==> config.mk <==
export PLATFORM = sky130hd
export DESIGN_NAME = skt_seq
export DESIGN_NICKNAME = d
export VERILOG_FILES = /design/src/design/sorted_key_table_lookup_macros.svh /design/src/design/skt_pkg.sv /design/src/design/skt_seq.sv
export SDC_FILE = /design/constraint.sdc
export NUM_CORES = 1
export LEC_CHECK = 0
export BUFFER_PORTS_ARGS = -buffer_cell sky130_fd_sc_hd__buf_2
export CAP_MARGIN = 20
export CELL_PAD_IN_SITES_DETAIL_PLACEMENT = 1
export CELL_PAD_IN_SITES_GLOBAL_PLACEMENT = 1
export CORE_AREA = 2 2 242 244
export CTS_CLUSTER_DIAMETER = 200
export CTS_CLUSTER_SIZE = 24
export DETAILED_ROUTE_END_ITERATION = 10
export DIE_AREA = 0 0 244 246
export HOLD_SLACK_MARGIN = 0.03
export PLACE_DENSITY_LB_ADDON = 0.2
export SETUP_SLACK_MARGIN = 0.02
export SLEW_MARGIN = 30
export SYNTH_ARGS = -nofsm -noshare
export SYNTH_HDL_FRONTEND = slang
export SYNTH_SLANG_ARGS = --single-unit
==> constraint.sdc <==
create_clock -name clk -period 9.6 [get_ports clk]
set_clock_uncertainty 0.15 [all_clocks]
set_input_delay 0.48 -clock clk [delete_from_list [all_inputs] [get_ports clk]]
set_output_delay 0.48 -clock clk [all_outputs]
set_load 0.03 [all_outputs]
==> src/design/sorted_key_table_lookup_macros.svh <==
// Assertion macros shared by the sorted key table lookup RTL.
// Depends on nothing; define ASSERT_OFF to compile the checks away.
`ifndef SORTED_KEY_TABLE_LOOKUP_MACROS_SVH
`define SORTED_KEY_TABLE_LOOKUP_MACROS_SVH
`ifndef ASSERT_OFF
`define SKT_ASSERT(lbl, ck, rn, prop) \
  lbl: assert property (@(posedge ck) disable iff (!rn) prop) \
    else $error("sorted key table assertion failed");
`define SKT_ASSERT_IMP(lbl, ck, rn, ante, cons) \
  lbl: assert property (@(posedge ck) disable iff (!rn) (ante) |-> (cons)) \
    else $error("sorted key table implication failed");
`else
`define SKT_ASSERT(lbl, ck, rn, prop)
`define SKT_ASSERT_IMP(lbl, ck, rn, ante, cons)
`endif
`endif

==> src/design/skt_pkg.sv <==
// Package for the sorted key table lookup: sizes, mode and status codes, structs.
// Depends on nothing; used by every module of the block.
`default_nettype none
package skt_pkg;

  localparam int TABLE_DEPTH = 1024;
  localparam int ADDR_W      = $clog2(TABLE_DEPTH);
  localparam int CNT_W       = $clog2(TABLE_DEPTH + 1);
  localparam int HELD_W      = 11;
  localparam int KEY_W       = 64;
  localparam int VAL_W       = 32;

  localparam logic [1:0] MODE_LOOKUP = 2'd0;
  localparam logic [1:0] MODE_APPEND = 2'd1;
  localparam logic [1:0] MODE_CLEAR  = 2'd2;

  localparam logic [1:0] ST_OK    = 2'd0;
  localparam logic [1:0] ST_MISS  = 2'd1;
  localparam logic [1:0] ST_ORDER = 2'd2;
  localparam logic [1:0] ST_FULL  = 2'd3;

  typedef struct packed {
    logic [VAL_W-1:0] origin;
    logic [VAL_W-1:0] kind;
    logic [VAL_W-1:0] org;
  } skt_value_t;

  typedef struct packed {
    logic [1:0]       mode;
    logic [KEY_W-1:0] key;
    skt_value_t       val;
  } skt_item_t;

  typedef struct packed {
    logic [1:0]        status;
    skt_value_t        val;
    logic [HELD_W-1:0] held;
  } skt_result_t;

endpackage
`default_nettype wire

==> src/design/skt_seq.sv <==
// Sequencer for the table: binary search, append order check, clear, with one
// shared 64-bit key comparator. Depends on skt_pkg and drives skt_table_mem.
`default_nettype none
module skt_seq (
  input  wire logic                       clk,
  input  wire logic                       rst_n,
  input  wire logic                       start,
  input  wire skt_pkg::skt_item_t         item,
  output logic                            idle,
  output logic                            res_valid,
  input  wire logic                       res_take,
  output skt_pkg::skt_result_t            res,
  output logic                            mem_we,
  output logic      [skt_pkg::ADDR_W-1:0] mem_waddr,
  output logic      [skt_pkg::KEY_W-1:0]  mem_wkey,
  output skt_pkg::skt_value_t             mem_wval,
  output logic      [skt_pkg::ADDR_W-1:0] mem_raddr,
  input  wire logic [skt_pkg::KEY_W-1:0]  mem_rkey,
  input  wire skt_pkg::skt_value_t        mem_rval
);

  localparam int ADDR_W = skt_pkg::ADDR_W;
  localparam int CNT_W  = skt_pkg::CNT_W;
  localparam int HELD_W = skt_pkg::HELD_W;

  typedef enum logic [3:0] {
    S_IDLE   = 4'b0001,
    S_SEARCH = 4'b0010,
    S_APPCHK = 4'b0100,
    S_DONE   = 4'b1000
  } state_t;

  state_t               state_r, state_nxt;
  skt_pkg::skt_item_t   item_r, item_nxt;
  logic [CNT_W-1:0]     lo_r, lo_nxt;
  logic [CNT_W-1:0]     hi_r, hi_nxt;
  logic [CNT_W-1:0]     cnt_r, cnt_nxt;
  logic [ADDR_W-1:0]    mid_r;
  skt_pkg::skt_result_t res_r, res_nxt;

  logic                 key_eq, key_lt;
  logic                 finish;
  logic [1:0]           f_status;
  skt_pkg::skt_value_t  f_val;
  logic [CNT_W-1:0]     lo_up, mid_ext;
  logic [CNT_W:0]       span_sum;
  logic [CNT_W+HELD_W-1:0] held_ext;

  // The shared comparator: probe word from memory against the item's key.
  assign key_eq = (mem_rkey == item_r.key);
  assign key_lt = (mem_rkey <  item_r.key);

  assign mid_ext  = {{(CNT_W-ADDR_W){1'b0}}, mid_r};
  assign lo_up    = mid_ext + CNT_W'(1);
  assign held_ext = {{HELD_W{1'b0}}, cnt_nxt};

  assign mem_waddr = cnt_r[ADDR_W-1:0];
  assign mem_wkey  = (state_r == S_IDLE) ? item.key : item_r.key;
  assign mem_wval  = (state_r == S_IDLE) ? item.val : item_r.val;

  always_comb begin
    state_nxt = state_r;
    item_nxt  = item_r;
    lo_nxt    = lo_r;
    hi_nxt    = hi_r;
    cnt_nxt   = cnt_r;
    res_nxt   = res_r;
    mem_raddr = mid_r;
    mem_we    = 1'b0;
    finish    = 1'b0;
    f_status  = skt_pkg::ST_MISS;
    f_val     = '0;
    span_sum  = '0;
    case (state_r)
      S_IDLE: begin
        if (start) begin
          item_nxt = item;
          case (item.mode)
            skt_pkg::MODE_LOOKUP: begin
              if (cnt_r == '0) begin
                finish = 1'b1;
              end else begin
                lo_nxt    = '0;
                hi_nxt    = cnt_r;
                mem_raddr = ADDR_W'(cnt_r >> 1);
                state_nxt = S_SEARCH;
              end
            end
            skt_pkg::MODE_APPEND: begin
              if (cnt_r >= CNT_W'(skt_pkg::TABLE_DEPTH)) begin
                finish   = 1'b1;
                f_status = skt_pkg::ST_FULL;
              end else if (cnt_r == '0) begin
                mem_we   = 1'b1;
                cnt_nxt  = cnt_r + CNT_W'(1);
                finish   = 1'b1;
                f_status = skt_pkg::ST_OK;
              end else begin
                // Fetch the last key held to check the order next cycle.
                mem_raddr = ADDR_W'(cnt_r - CNT_W'(1));
                state_nxt = S_APPCHK;
              end
            end
            skt_pkg::MODE_CLEAR: begin
              cnt_nxt  = '0;
              finish   = 1'b1;
              f_status = skt_pkg::ST_OK;
            end
            default: begin
              finish = 1'b1;
            end
          endcase
        end
      end
      S_SEARCH: begin
        if (key_eq) begin
          finish   = 1'b1;
          f_status = skt_pkg::ST_OK;
          f_val    = mem_rval;
        end else begin
          if (key_lt) begin
            lo_nxt = lo_up;
          end else begin
            hi_nxt = mid_ext;
          end
          if (lo_nxt >= hi_nxt) begin
            finish = 1'b1;
          end else begin
            // Next probe address goes straight to the memory so that one
            // probe completes every cycle.
            span_sum  = {1'b0, lo_nxt} + {1'b0, hi_nxt};
            mem_raddr = span_sum[ADDR_W:1];
          end
        end
      end
      S_APPCHK: begin
        finish = 1'b1;
        if (!key_lt) begin
          f_status = skt_pkg::ST_ORDER;
        end else begin
          mem_we   = 1'b1;
          cnt_nxt  = cnt_r + CNT_W'(1);
          f_status = skt_pkg::ST_OK;
        end
      end
      S_DONE: begin
        if (res_take) begin
          state_nxt = S_IDLE;
        end
      end
      default: begin
        state_nxt = S_IDLE;
      end
    endcase
    if (finish) begin
      state_nxt      = S_DONE;
      res_nxt.status = f_status;
      res_nxt.val    = f_val;
      res_nxt.held   = held_ext[HELD_W-1:0];
    end
  end

  always_ff @(posedge clk) begin
    if (!rst_n) begin
      state_r <= S_IDLE;
      cnt_r   <= '0;
    end else begin
      state_r <= state_nxt;
      cnt_r   <= cnt_nxt;
    end
  end

  always_ff @(posedge clk) begin
    item_r <= item_nxt;
    lo_r   <= lo_nxt;
    hi_r   <= hi_nxt;
    mid_r  <= mem_raddr;
    res_r  <= res_nxt;
  end

  assign idle      = (state_r == S_IDLE);
  assign res_valid = (state_r == S_DONE);
  assign res       = res_r;

endmodule
`default_nettype wire

# Word-level counts from Yosys, hierarchy flattened
# Index checks and enable logic that the tools add are counted.
word_totals:
  inputBits: 326
  mem_bits_ro: 0
  wordCells: 116
  latchBits: 0
  regBits: 316
  output_inout_bits: 292
  ramBits: 0
  n_memories: 0
classes:
  n_addsub: 4
  n_div: 0
  reduce_logical: 10
  shift: 0
  mul: 0
  bitwise: 2
  n_lt_le_gt_ge: 3
  muxes: 59
  n_eq_ne: 23
op_table:
  columns: ["operator", "n"]
  rows:
  - ["11-bit 2-to-1 mux", 18]
  - ["96-bit 2-to-1 mux", 1]
  - ["11-bit case mux with 2 select lines", 4]
  - ["64-bit equality test", 1]
  - ["64-bit < comparator", 1]
  - ["64-bit 2-to-1 mux", 1]
  - ["10-bit 2-to-1 mux", 6]
  - ["10-bit case mux with 2 select lines", 2]
  - ["4-bit 2-to-1 mux", 6]
  - ["7-bit AND reduction", 2]
  - ["4-bit != test (second input constant)", 3]
  - ["4-bit case mux with 3 select lines", 1]
  - ["10-bit by 1-bit adder with 11-bit output (second input constant)", 1]
  - ["11-bit by 1-bit adder with 11-bit output (second input constant)", 1]
  - ["11-bit adder", 1]
  - ["11-bit >= comparator", 1]
  - ["11-bit >= comparator (second input constant)", 1]
  - ["11-bit zero test", 1]
  - ["1-bit 2-to-1 mux", 11]
  - ["10-bit by 1-bit subtractor with 10-bit output (second input constant)", 1]
  - ["3-bit != test (second input constant)", 3]
  - ["4-bit case mux with 2 select lines", 1]
  - ["2-bit 2-to-1 mux", 3]
  - ["2-bit by 1-bit != test with 1-bit output (second input constant)", 3]
  - ["other kinds (20)", 27]

# Logic depth before layout (Yosys ltp)
# Gate-level depths: netlist (run 1).
depth:
  ltp_word: 10
  depth_mapped: 22
  ltp_nobuf: 21

# Worst setup path before layout (run 1)
# OpenSTA, ideal clock, no wires.
synth_timing:
  kind: "input to register"
  startpoint: "input port mem_rkey[21] (netlist name)"
  endpoint: "register res_r, in the netlist res[0], enable pin"
  path_slack_ps: 2987
  required_time_ps: 8974
  arrival_ps: 5988
  path_buffers: 1
  setup_time_ps: 476
  stages: 15
  cell_sequence: "ha_1 > a21oi_1 > o21ai_1 > a221oi_1 > o22ai_1 > nor4_4 > buf_2 > mux2i_1 > inv_1 > ha_1 > or4_1 > o211ai_1 > o21ai_0 > a21oi_1 > or3_1"
synth_via:
  elab_chain_cells: 8
  elab_cells_between_ends: 12
  classes_between: "order compare (2); eq/ne (1); mux (9)"
synth_rtl:
  columns: ["item", "line", "text"]
  rows:
  - ["start, declared", "skt_seq.sv:18", "input wire logic [skt_pkg::KEY_W-1:0] mem_rkey,"]
  - ["64-bit < comparator", "skt_seq.sv:51", "assign key_lt = (mem_rkey < item_r.key);"]
  - ["11-bit 2-to-1 mux", "skt_seq.sv:121", "if (key_lt) begin"]
  - ["11-bit 2-to-1 mux", "skt_seq.sv:116", "if (key_eq) begin"]
  - ["11-bit 2-to-1 mux", "skt_seq.sv:74", "case (state_r)"]
  - ["11-bit >= comparator", "skt_seq.sv:126", "if (lo_nxt >= hi_nxt) begin"]
  - ["1-bit 2-to-1 mux", "skt_seq.sv:126", null]
  - ["1-bit 2-to-1 mux (*)", "skt_seq.sv:116", null]
  - ["1-bit case mux with 3 select lines (*)", "skt_seq.sv:74", null]
  - ["net finish", "skt_seq.sv:42", "logic finish;"]
  - ["end signal, assigned", "skt_seq.sv:178", "res_r <= res_nxt;"]
  - ["end, declared", "skt_seq.sv:39", "skt_pkg::skt_result_t res_r, res_nxt;"]
# The timed path passes the listed nets; every way through them passes the cells marked *. The select of a mux whose other input is x is not followed.
# A chain may end at the register's enable or synchronous reset.

# Worst setup path in the final report (run 1)
layout_timing:
  startpoint: "register item_r[158] (netlist name)"
  endpoint: "output port mem_raddr[7] (netlist name)"
layout_via:
  elab_chain_cells: 8
  elab_cells_between_ends: 13
  classes_between: "add/sub (1); order compare (2); eq/ne (1); mux (9)"
layout_rtl:
  columns: ["item", "line", "text"]
  rows:
  - ["start, declared", "skt_seq.sv:34", "skt_pkg::skt_item_t item_r, item_nxt;"]
  - ["start signal, assigned", "skt_seq.sv:174", "item_r <= item_nxt;"]
  - ["64-bit < comparator", "skt_seq.sv:51", null]
  - ["11-bit 2-to-1 mux", "skt_seq.sv:121", null]
  - ["11-bit 2-to-1 mux", "skt_seq.sv:116", null]
  - ["11-bit 2-to-1 mux", "skt_seq.sv:74", null]
  - ["11-bit adder or 11-bit >= comparator (tied branches)", "skt_seq.sv:131, skt_seq.sv:126", null]
  - ["10-bit 2-to-1 mux", "skt_seq.sv:126", null]
  - ["10-bit 2-to-1 mux (*)", "skt_seq.sv:116", null]
  - ["10-bit case mux with 2 select lines (*)", "skt_seq.sv:74", null]
  - ["end, declared", "skt_seq.sv:17", "output logic [skt_pkg::ADDR_W-1:0] mem_raddr,"]
# Mark *: on every way between the ends. The rest lies on a longest branch, timed or not. The select of a mux whose other input is x is not followed.

==> implementation parameters, run 1 <==
Parameter                              Value

Status
  Outcome ... complete, no violations

Worst setup path
  Category of the most critical setup path ... flop to output pin
  Kind of capture point of the worst setup path ... output pin
  Cell depth of the worst flop-to-flop path ... 18
  WP data arrival ... 6.29 ns
  Crit path required time ... 8.97 ns
  Crit path max fanout ... 13
  Launching element type of the critical path ... flop

Power
  Sequential cell fraction of total power ... 31.3%
  IR Drop Worst-Case VDD ... 0.173 mV
  Total power draw ... 6390 uW
  Clock network fraction of design power ... 12.9%
  Switching Fraction ... 50.8%
  Cell-internal power ... 3140 uW
  Net Sw Power ... 3250 uW
  Power share of the combinational group ... 55.8%
  Leakage power figure ... 0.0101 uW
  Total power divided by cell area ... 291 nW/um^2

Timing
  Peak Freq ... 0.144 GHz
  Final slew viol count ... 0
  Number of failing hold endpoints at the final stage ... 0
  Total negative slack ... 0 ns
  Headroom to the max-slew limit ... 38.6%
  Final worst path period need ... 6.92 ns
  RSZ-0062 raised after global routing ... no
  Period Utilization, post-route ... 72.1%
  Setup-violating endpoint count in the final report ... 0
  Slew at the pin with the worst max-slew slack ... 0.920 ns

Synthesis
  Async set-or-reset flop fraction in the synthesized netlist ... 0%
  Post-Syn Area per Cell ... 10.5 um^2
  Share of synthesized area spent on multiplexers ... 1.17%
  Cell accounting for the most synthesized area ... edfxtp_1
  Synthesized cell area ... 16,000 um^2
  Share of the synthesized netlist area taken by xor and xnor gates ... 1.15%
  Post-synthesis cell count ... 1,531
  Library cells used by synthesis ... 67
  Synthesized netlist net count ... 1,949
  Leading cell types by count after synthesis ... 405 x nand2_1, 291 x edfxtp_1, 112 x and2_1
  Proportion of synthesized chip area in sequential cells ... 57.7%
  Top-area cell type share of the netlist area ... 54.6%
  Flip-flop and latch count after synthesis ... 316
  Most instantiated flip-flop cell in the synthesis netlist ... edfxtp_1
  Number of warnings reported in the yosys synthesis log ... 0
  Most numerous cell in the Yosys netlist ... nand2_1
  Cell types with the largest area share after synthesis ... edfxtp_1 55%, nand2_1 9.5%, ha_1 7.1%
  Simple-gate area share of the yosys netlist ... 19.9%
  Post-synth EDFFs ... 291
  Synthesized-area fraction occupied by adder cells ... 7.24%
  Dominant combinational cell family by area after synthesis ... simple AND/OR/NAND/NOR gates
  Synth Area in Compound Gates ... 8.29%

Global route
  Global route total overflow ... 0
  Total global routing track utilization ... 19.6%
  Pin count of the biggest net entering global routing ... 116
  Vias in the first global route ... 14,734
  Antenna violations before repair ... 9
  Global-route wire length before repair ... 90,500 um

Flow run
  Number of max-cap violations ... 0

Final layout
  # fillers ... 6,651
  Fraction of final layout cells sized beyond drive strength 1 ... 29.7%
  P&R area growth vs syn ... 37.3%
  Total Nets Final ... 2,682

Clock tree
  Clock transition at the registers of the reported paths ... 0.10 ns
  Clk Latency, worst-skew pair ... 0.56 ns
  Cell at the root of the clock tree ... clkbuf_16
  Clk buf depth ... 3
  Clock sink count ... 316
  Number of buffers added by the clock tree synthesis step ... 17
  TritonCTS clock tree ... built
  Number of cells upsized or downsized after cts ... 0
  Htree depth ... 1

Min path
  Cell count of the worst hold path ... 2
  Path class of the lowest-slack min-delay path ... input pin to flop

Die
  DIE AREA ... 60,000 um^2
  Die width ... 244 um
  Core box area ... 57,400 um^2
  Starting density of the core ... 27.9%
  Number of ports placed on the die boundary ... 618
  FP Rows ... 88
  Floorplan die height ... 246 um

Routing
  Per-cell via count in the routed design ... 4.64
  Wire length per cell ... 20.2 um
  Number of nets with antenna violations after routing ... 0
  Drt total wl ... 61,500 um
  Total number of vias ... 14,130
  Remaining design rule violation count ... 0
  1st-pass router iterations ... 4
  Count of routing violations after the opening detailed-route iteration ... 642

Place
  Estimated wirelength of the detail-placed design ... 46,200 um
  Number of port buffers ... 617
  GPL Wtd Cong ... 0.862
-- final cells by class --
| class | instances | area, um^2 | area share, % |
|---|---|---|---|
| Multi-Input combinational cell | 1038 | 6060 | 27.6 |
| Tap cell | 765 | 957 | 4.36 |
| Clock buffer | 22 | 444 | 2.02 |
| Timing Repair Buffer | 796 | 4860 | 22.1 |
| Sequential cell | 316 | 9240 | 42.0 |
| Antenna cell | 8 | 20.0 | 0.0911 |
| Clock inverter | 2 | 28.8 | 0.131 |
| Inverter | 95 | 367 | 1.67 |
-- per-layer routing --
| metal | global-route usage [%] | wire [um] | vias to the layer above |
|---|---|---|---|
| met4 | 6.44 | 2110 | 2 |
| met1 | 23.8 | 25200 | 6889 |
| li1 | - | - | 6746 |
| met2 | 34.0 | 30800 | 394 |
| met5 | 0 | 13 | - |
| met3 | 4.54 | 3470 | 99 |
-- cell usage in the layout (no fill, tap or decap), types with 13 or more instances in the layout --
cell           instances
mux2i_1               13
clkbuf_16             17
and3_1                13
buf_2                617
nor3_1                19
and2_1               112
inv_1                 93
edfxtp_1             291
nand4_1               17
nor2_1                52
nand2_1              405
dfxtp_1               25
dlygate4sd3_1        167
nand3_1               17
xnor2_1               13
a21oi_1               62
ha_1                  91
o21ai_0              100
-- critical path, stage by stage (launching register included) --
cell,delay [ns]
edfxtp_1,0.34
inv_1,0.10
ha_1,0.35
nand4_2,0.23
nor4_4,0.56
inv_1,0.09
o22ai_1,0.50
or4_1,0.48
mux2i_1,0.42
inv_1,0.13
ha_1,0.33
a21oi_1,0.05
nor2_1,0.09
o21bai_1,0.08
a221o_1,0.34
o21ai_0,0.23
and3_1,0.51
a21oi_1,0.26
a221o_1,0.45
buf_2,0.19
-- power groups by stage --
stage	logic [uW]	clock network [uW]	registers, uW
after floorplan	2110	0	2270
after global placement	3500	0	2020
after detailed placement	3510	0	2030
after CTS	3590	860	2000
after global routing	3850	890	2030
final	3570	822	2000
-- registers in the layout, indices dropped and copies added (netlist names) --
register	cells
cnt_r	11
hi_r	11
item_r	160
lo_r	11
mid_r	10
res	109
state_r	4
-- path summary, 6_finish.rpt --
path              slack, ns           end    startpoint
setup / recovery       2.68  mem_raddr[7]   item_r[158]
hold / removal         0.06       res[77]  mem_rval[66]
setup reg to reg       3.53       res[93]   item_r[158]
hold reg to reg        0.48       lo_r[0]       lo_r[0]
-- cells by family (layout without fill, tap and decap cells) --
group | count (synthesis) | after routing
fa+ha+maj | 92 | 92
compound gates | 223 | 223
flops | 316 | 316
other cells | 0 | 8
simple gates | 684 | 684
buf+inv | 177 | 915
mux | 18 | 18
xor+xnor | 21 | 21
-- stage by stage --
step | setup WS, ns | hold WS, ns | util [%] | cells | instance area, um^2
floorplan | 2.99 | 0.392 | - | 1531 | 16000
global placement | 3.27 | 0.445 | 34.5 | 2843 | 19800
CTS | 2.63 | 0.0303 | 38.3 | 3034 | 21900
finish | 2.68 | 0.0649 | 38.3 | 3042 | 22000
detailed placement | 3.14 | 0.449 | 34.5 | 2843 | 19800
global route | 2.23 | 0.0420 | 38.3 | 3041 | 22000
-- timing repair --
action                     in CTS  in global routing
buffers inserted                0                  0
hold endpoints to repair      167                  0
hold buffers                  167                  0
setup endpoints to repair       0                  0
Note: power is estimated with default switching activity, not from simulation.
==> run 2, diff against run 1 <==
- CORE_AREA: 2 2 242 244 -> 2 2 238 240
- DIE_AREA: 0 0 244 246 -> 0 0 240 242
- clock period: 9.6 -> 7.25 ns (I/O delays scaled with it)
==> implementation parameters, run 2 (synthesized netlist as in run 1, its figures left out) <==
Parameter                              Value

Timing
  Headroom to the max-slew limit ... 45.0% (+6.4 points)
  Final slew viol count ... 0 (unchanged)
  Peak Freq ... 0.151 GHz
  Setup-violating endpoint count in the final report ... 0 (unchanged)
  Final worst setup slack ... 0.631 ns (-2.05 ns)
  Total negative slack ... 0 ns (unchanged)
  Number of failing hold endpoints at the final stage ... 0 (unchanged)
  Slew at the pin with the worst max-slew slack ... 0.816 ns (-0.105 ns)
  Period Utilization, post-route ... 91.3%
  Final worst path period need ... 6.62 ns
  RSZ-0062 raised after global routing ... no

Worst setup path
  Total buffers and inverters traversed by the critical path ... 4 (unchanged)
  WP data arrival ... 6.11 ns (-0.18 ns)
  Kind of capture point of the worst setup path ... output pin
  Category of the most critical setup path ... flop to output pin
  Most prevalent standard cell on the critical path ... inv_1
  Crit path required time ... 6.74 ns (-2.23 ns)
  Crit path max fanout ... 13 (unchanged)
  Crit-path max cell delay ... 0.52 ns (-0.04 ns)
  Launching element type of the critical path ... flop
  Delay-heaviest family, CP ... compound AO/OA/AOI/OAI gates
  Cells traversed along the worst timing path ... inv_1 -> ha_1 -> nand4_2 -> nor4_4 -> inv_1 -> o22ai_1 -> or4_1 -> mux2i_1 -> inv_1 -> ha_1 -> a21oi_1 -> nor2_1 -> o21bai_1 -> a221o_1 -> o21ai_0 -> and3_1 -> a21oi_1 -> a221o_1 -> buf_2
  Slowest-stage cell, CP ... o22ai_1

Global route
  Global-route wire length before repair ... 93,400 um (+3.2%)
  Pin count of the biggest net entering global routing ... 151 (+30%)
  Antenna violations before repair ... 15 (+6)
  Total global routing track utilization ... 21.0% (+1.4 points)
  Vias in the first global route ... 15,219 (+3.3%)
  Global route total overflow ... 0 (unchanged)

Routing
  Remaining design rule violation count ... 0 (unchanged)
  Number of nets with antenna violations after routing ... 0 (unchanged)
  1st-pass router iterations ... 5 (+1)
  Drt total wl ... 62,600 um (+1.8%)
  Count of routing violations after the opening detailed-route iteration ... 688 (+7.2%)
  Per-cell via count in the routed design ... 4.60 (-0.88%)
  Wire length per cell ... 20.1 um (-0.84%)
  Total number of vias ... 14,379 (+1.8%)

Die
  Starting density of the core ... 28.7% (+0.82 points)
  Core box area ... 55,700 um^2 (-2.8%)
  Die width ... 240 um (-1.6%)
  Number of ports placed on the die boundary ... 618 (unchanged)
  Floorplan die height ... 242 um (-1.6%)
  DIE AREA ... 58,100 um^2 (-3.2%)
  FP Rows ... 87 (-1.1%)

Clock tree
  Cell at the root of the clock tree ... clkbuf_16
  Htree depth ... 1 (unchanged)
  Clk buf depth ... 3 (unchanged)
  TritonCTS clock tree ... built
  Number of buffers added by the clock tree synthesis step ... 17 (unchanged)
  Clock transition at the registers of the reported paths ... 0.11 ns (about the same)
  Clock sink count ... 316 (unchanged)
  Clk Latency, worst-skew pair ... 0.54 ns (-0.02 ns)

Final layout
  Top reg by flops ... item_r
  # fillers ... 6,528 (-1.8%)
  Count of placed standard cells in the final layout, fillers left out ... 3,123 (+2.7%)
  Fraction of final layout cells sized beyond drive strength 1 ... 28.7% (-1.0 points)
  P&R area growth vs syn ... 42.9%
  Leading cell type in the layout, fill and taps excluded ... buf_2
  Most frequent cells in the layout ... 617 x buf_2, 405 x nand2_1, 291 x edfxtp_1
  Total Nets Final ... 2,768 (+3.2%)
  Flip-flop count of the largest register, all copies and words added ... 160 (unchanged)

Power
  Leakage power figure ... 0.0105 uW (+3.7%)
  IR Drop Worst-Case VDD ... 0.553 mV (+220%)
  Switching Fraction ... 50.5% (-0.25 points)
  Power share of the combinational group ... 56.0% (+0.2 points)
  Cell-internal power ... 4210 uW (+34%)
  Net Sw Power ... 4300 uW (+32%)
  Clock network fraction of design power ... 12.8% (about the same)
  Sequential cell fraction of total power ... 31.2% (about the same)
  Total power divided by cell area ... 372 nW/um^2 (+28%)

Status
  Outcome ... complete, no violations

Min path
  Path class of the lowest-slack min-delay path ... input pin to flop

Place
  Estimated wirelength of the detail-placed design ... 46,100 um (-0.26%)
  Post-Place Cells ... 2,833 (-0.35%)
  GPL Wtd Cong ... 0.899 (+4.3%)
  Number of port buffers ... 617 (unchanged)
  Minimum setup slack after placement ... 0.975 ns (-2.17 ns)

Flow run
  Number of max-cap violations ... 0 (unchanged)
## run 2: changes by cell type in the layout (fill, tap and decap cells not counted), sizes merged
cell         previous run  this run
dlygate4sd3           167       252
buf                   629       630
diode                   8        12
## run 2: worst reg2reg max path, cell delays in order (launching register included)
cell and delay [ns]:
edfxtp_1 0.33, inv_1 0.09, ha_1 0.35, nand4_2 0.23, nor4_4 0.44, inv_1 0.07, o22ai_1 0.52, or4_1 0.48
mux2i_1 0.40, inv_1 0.12, ha_1 0.32, a21oi_1 0.05, nor2_1 0.10, o21bai_1 0.08, a221o_1 0.34, o21ai_0 0.26
a21oi_1 0.11, or3_4 0.61, buf_12 0.29, buf_4 0.26
## run 2: metrics by stage
| step | utilization (%) | instance area (um^2) | total power, uW | hold slack (ns) |
|---|---|---|---|---|
| after CTS | 40.9 | 22800 | 8570 | 0.0342 |
| after detailed placement | 35.6 | 19800 | 7340 | 0.405 |
| after global placement | 35.5 | 19800 | 7310 | 0.403 |
| after global routing | 41.0 | 22900 | 9010 | 0.0406 |
| after floorplan | - | 16000 | 5800 | 0.274 |
| final | 41.0 | 22900 | 8500 | 0.0614 |
## run 2: cell type report
class | count | area [um^2] | share of cell area [%]
antenna | 12 | 30.0 | 0.131
clock buffer | 22 | 444 | 1.94
inverter | 95 | 369 | 1.61
sequential | 316 | 9240 | 40.4
multi-input combinational | 1038 | 6060 | 26.5
timing repair buffer | 882 | 5750 | 25.2
clock inverter | 2 | 28.8 | 0.126
tap | 756 | 946 | 4.14
## run 2: routing by layer
layer  part of all wire, %  vias to the layer above  GRT usage, %
met5                 0.067                        -             0
met4                   3.9                        6          7.80
met3                   5.2                      107          4.88
met2                    51                      374          36.7
met1                    40                     6980          24.8
li1                      -                     6912             -
## run 2: final timing paths
check / from / endpoint / slack [ns] / cells past startpoint
setup / recovery: item_r[158] / mem_raddr[4] / 0.63 / 19
hold / removal: mem_rval[49] / res[60] / 0.06 / 2
setup reg to reg: item_r[158] / res[79] / 1.41 / 19
hold reg to reg: lo_r[0] / lo_r[0] / 0.48 / 2
## run 2: what timing repair did
item	4_1_cts	5_1_grt
endpoints found under the hold margin	258	0
setup buffers	0	1
hold buffers	252	0
gates resized for setup	0	0
endpoints found under the setup margin	0	7
## run 2: power groups by stage
stage                     Combinational (uW)  Sequential (uW)  Clock [uW]
after floorplan                         2790             3010           0
after global placement                  4630             2680           0
after detailed placement                4650             2690           0
after CTS                               4790             2650        1130
after global routing                    5130             2690        1190
final                                   4770             2650        1090
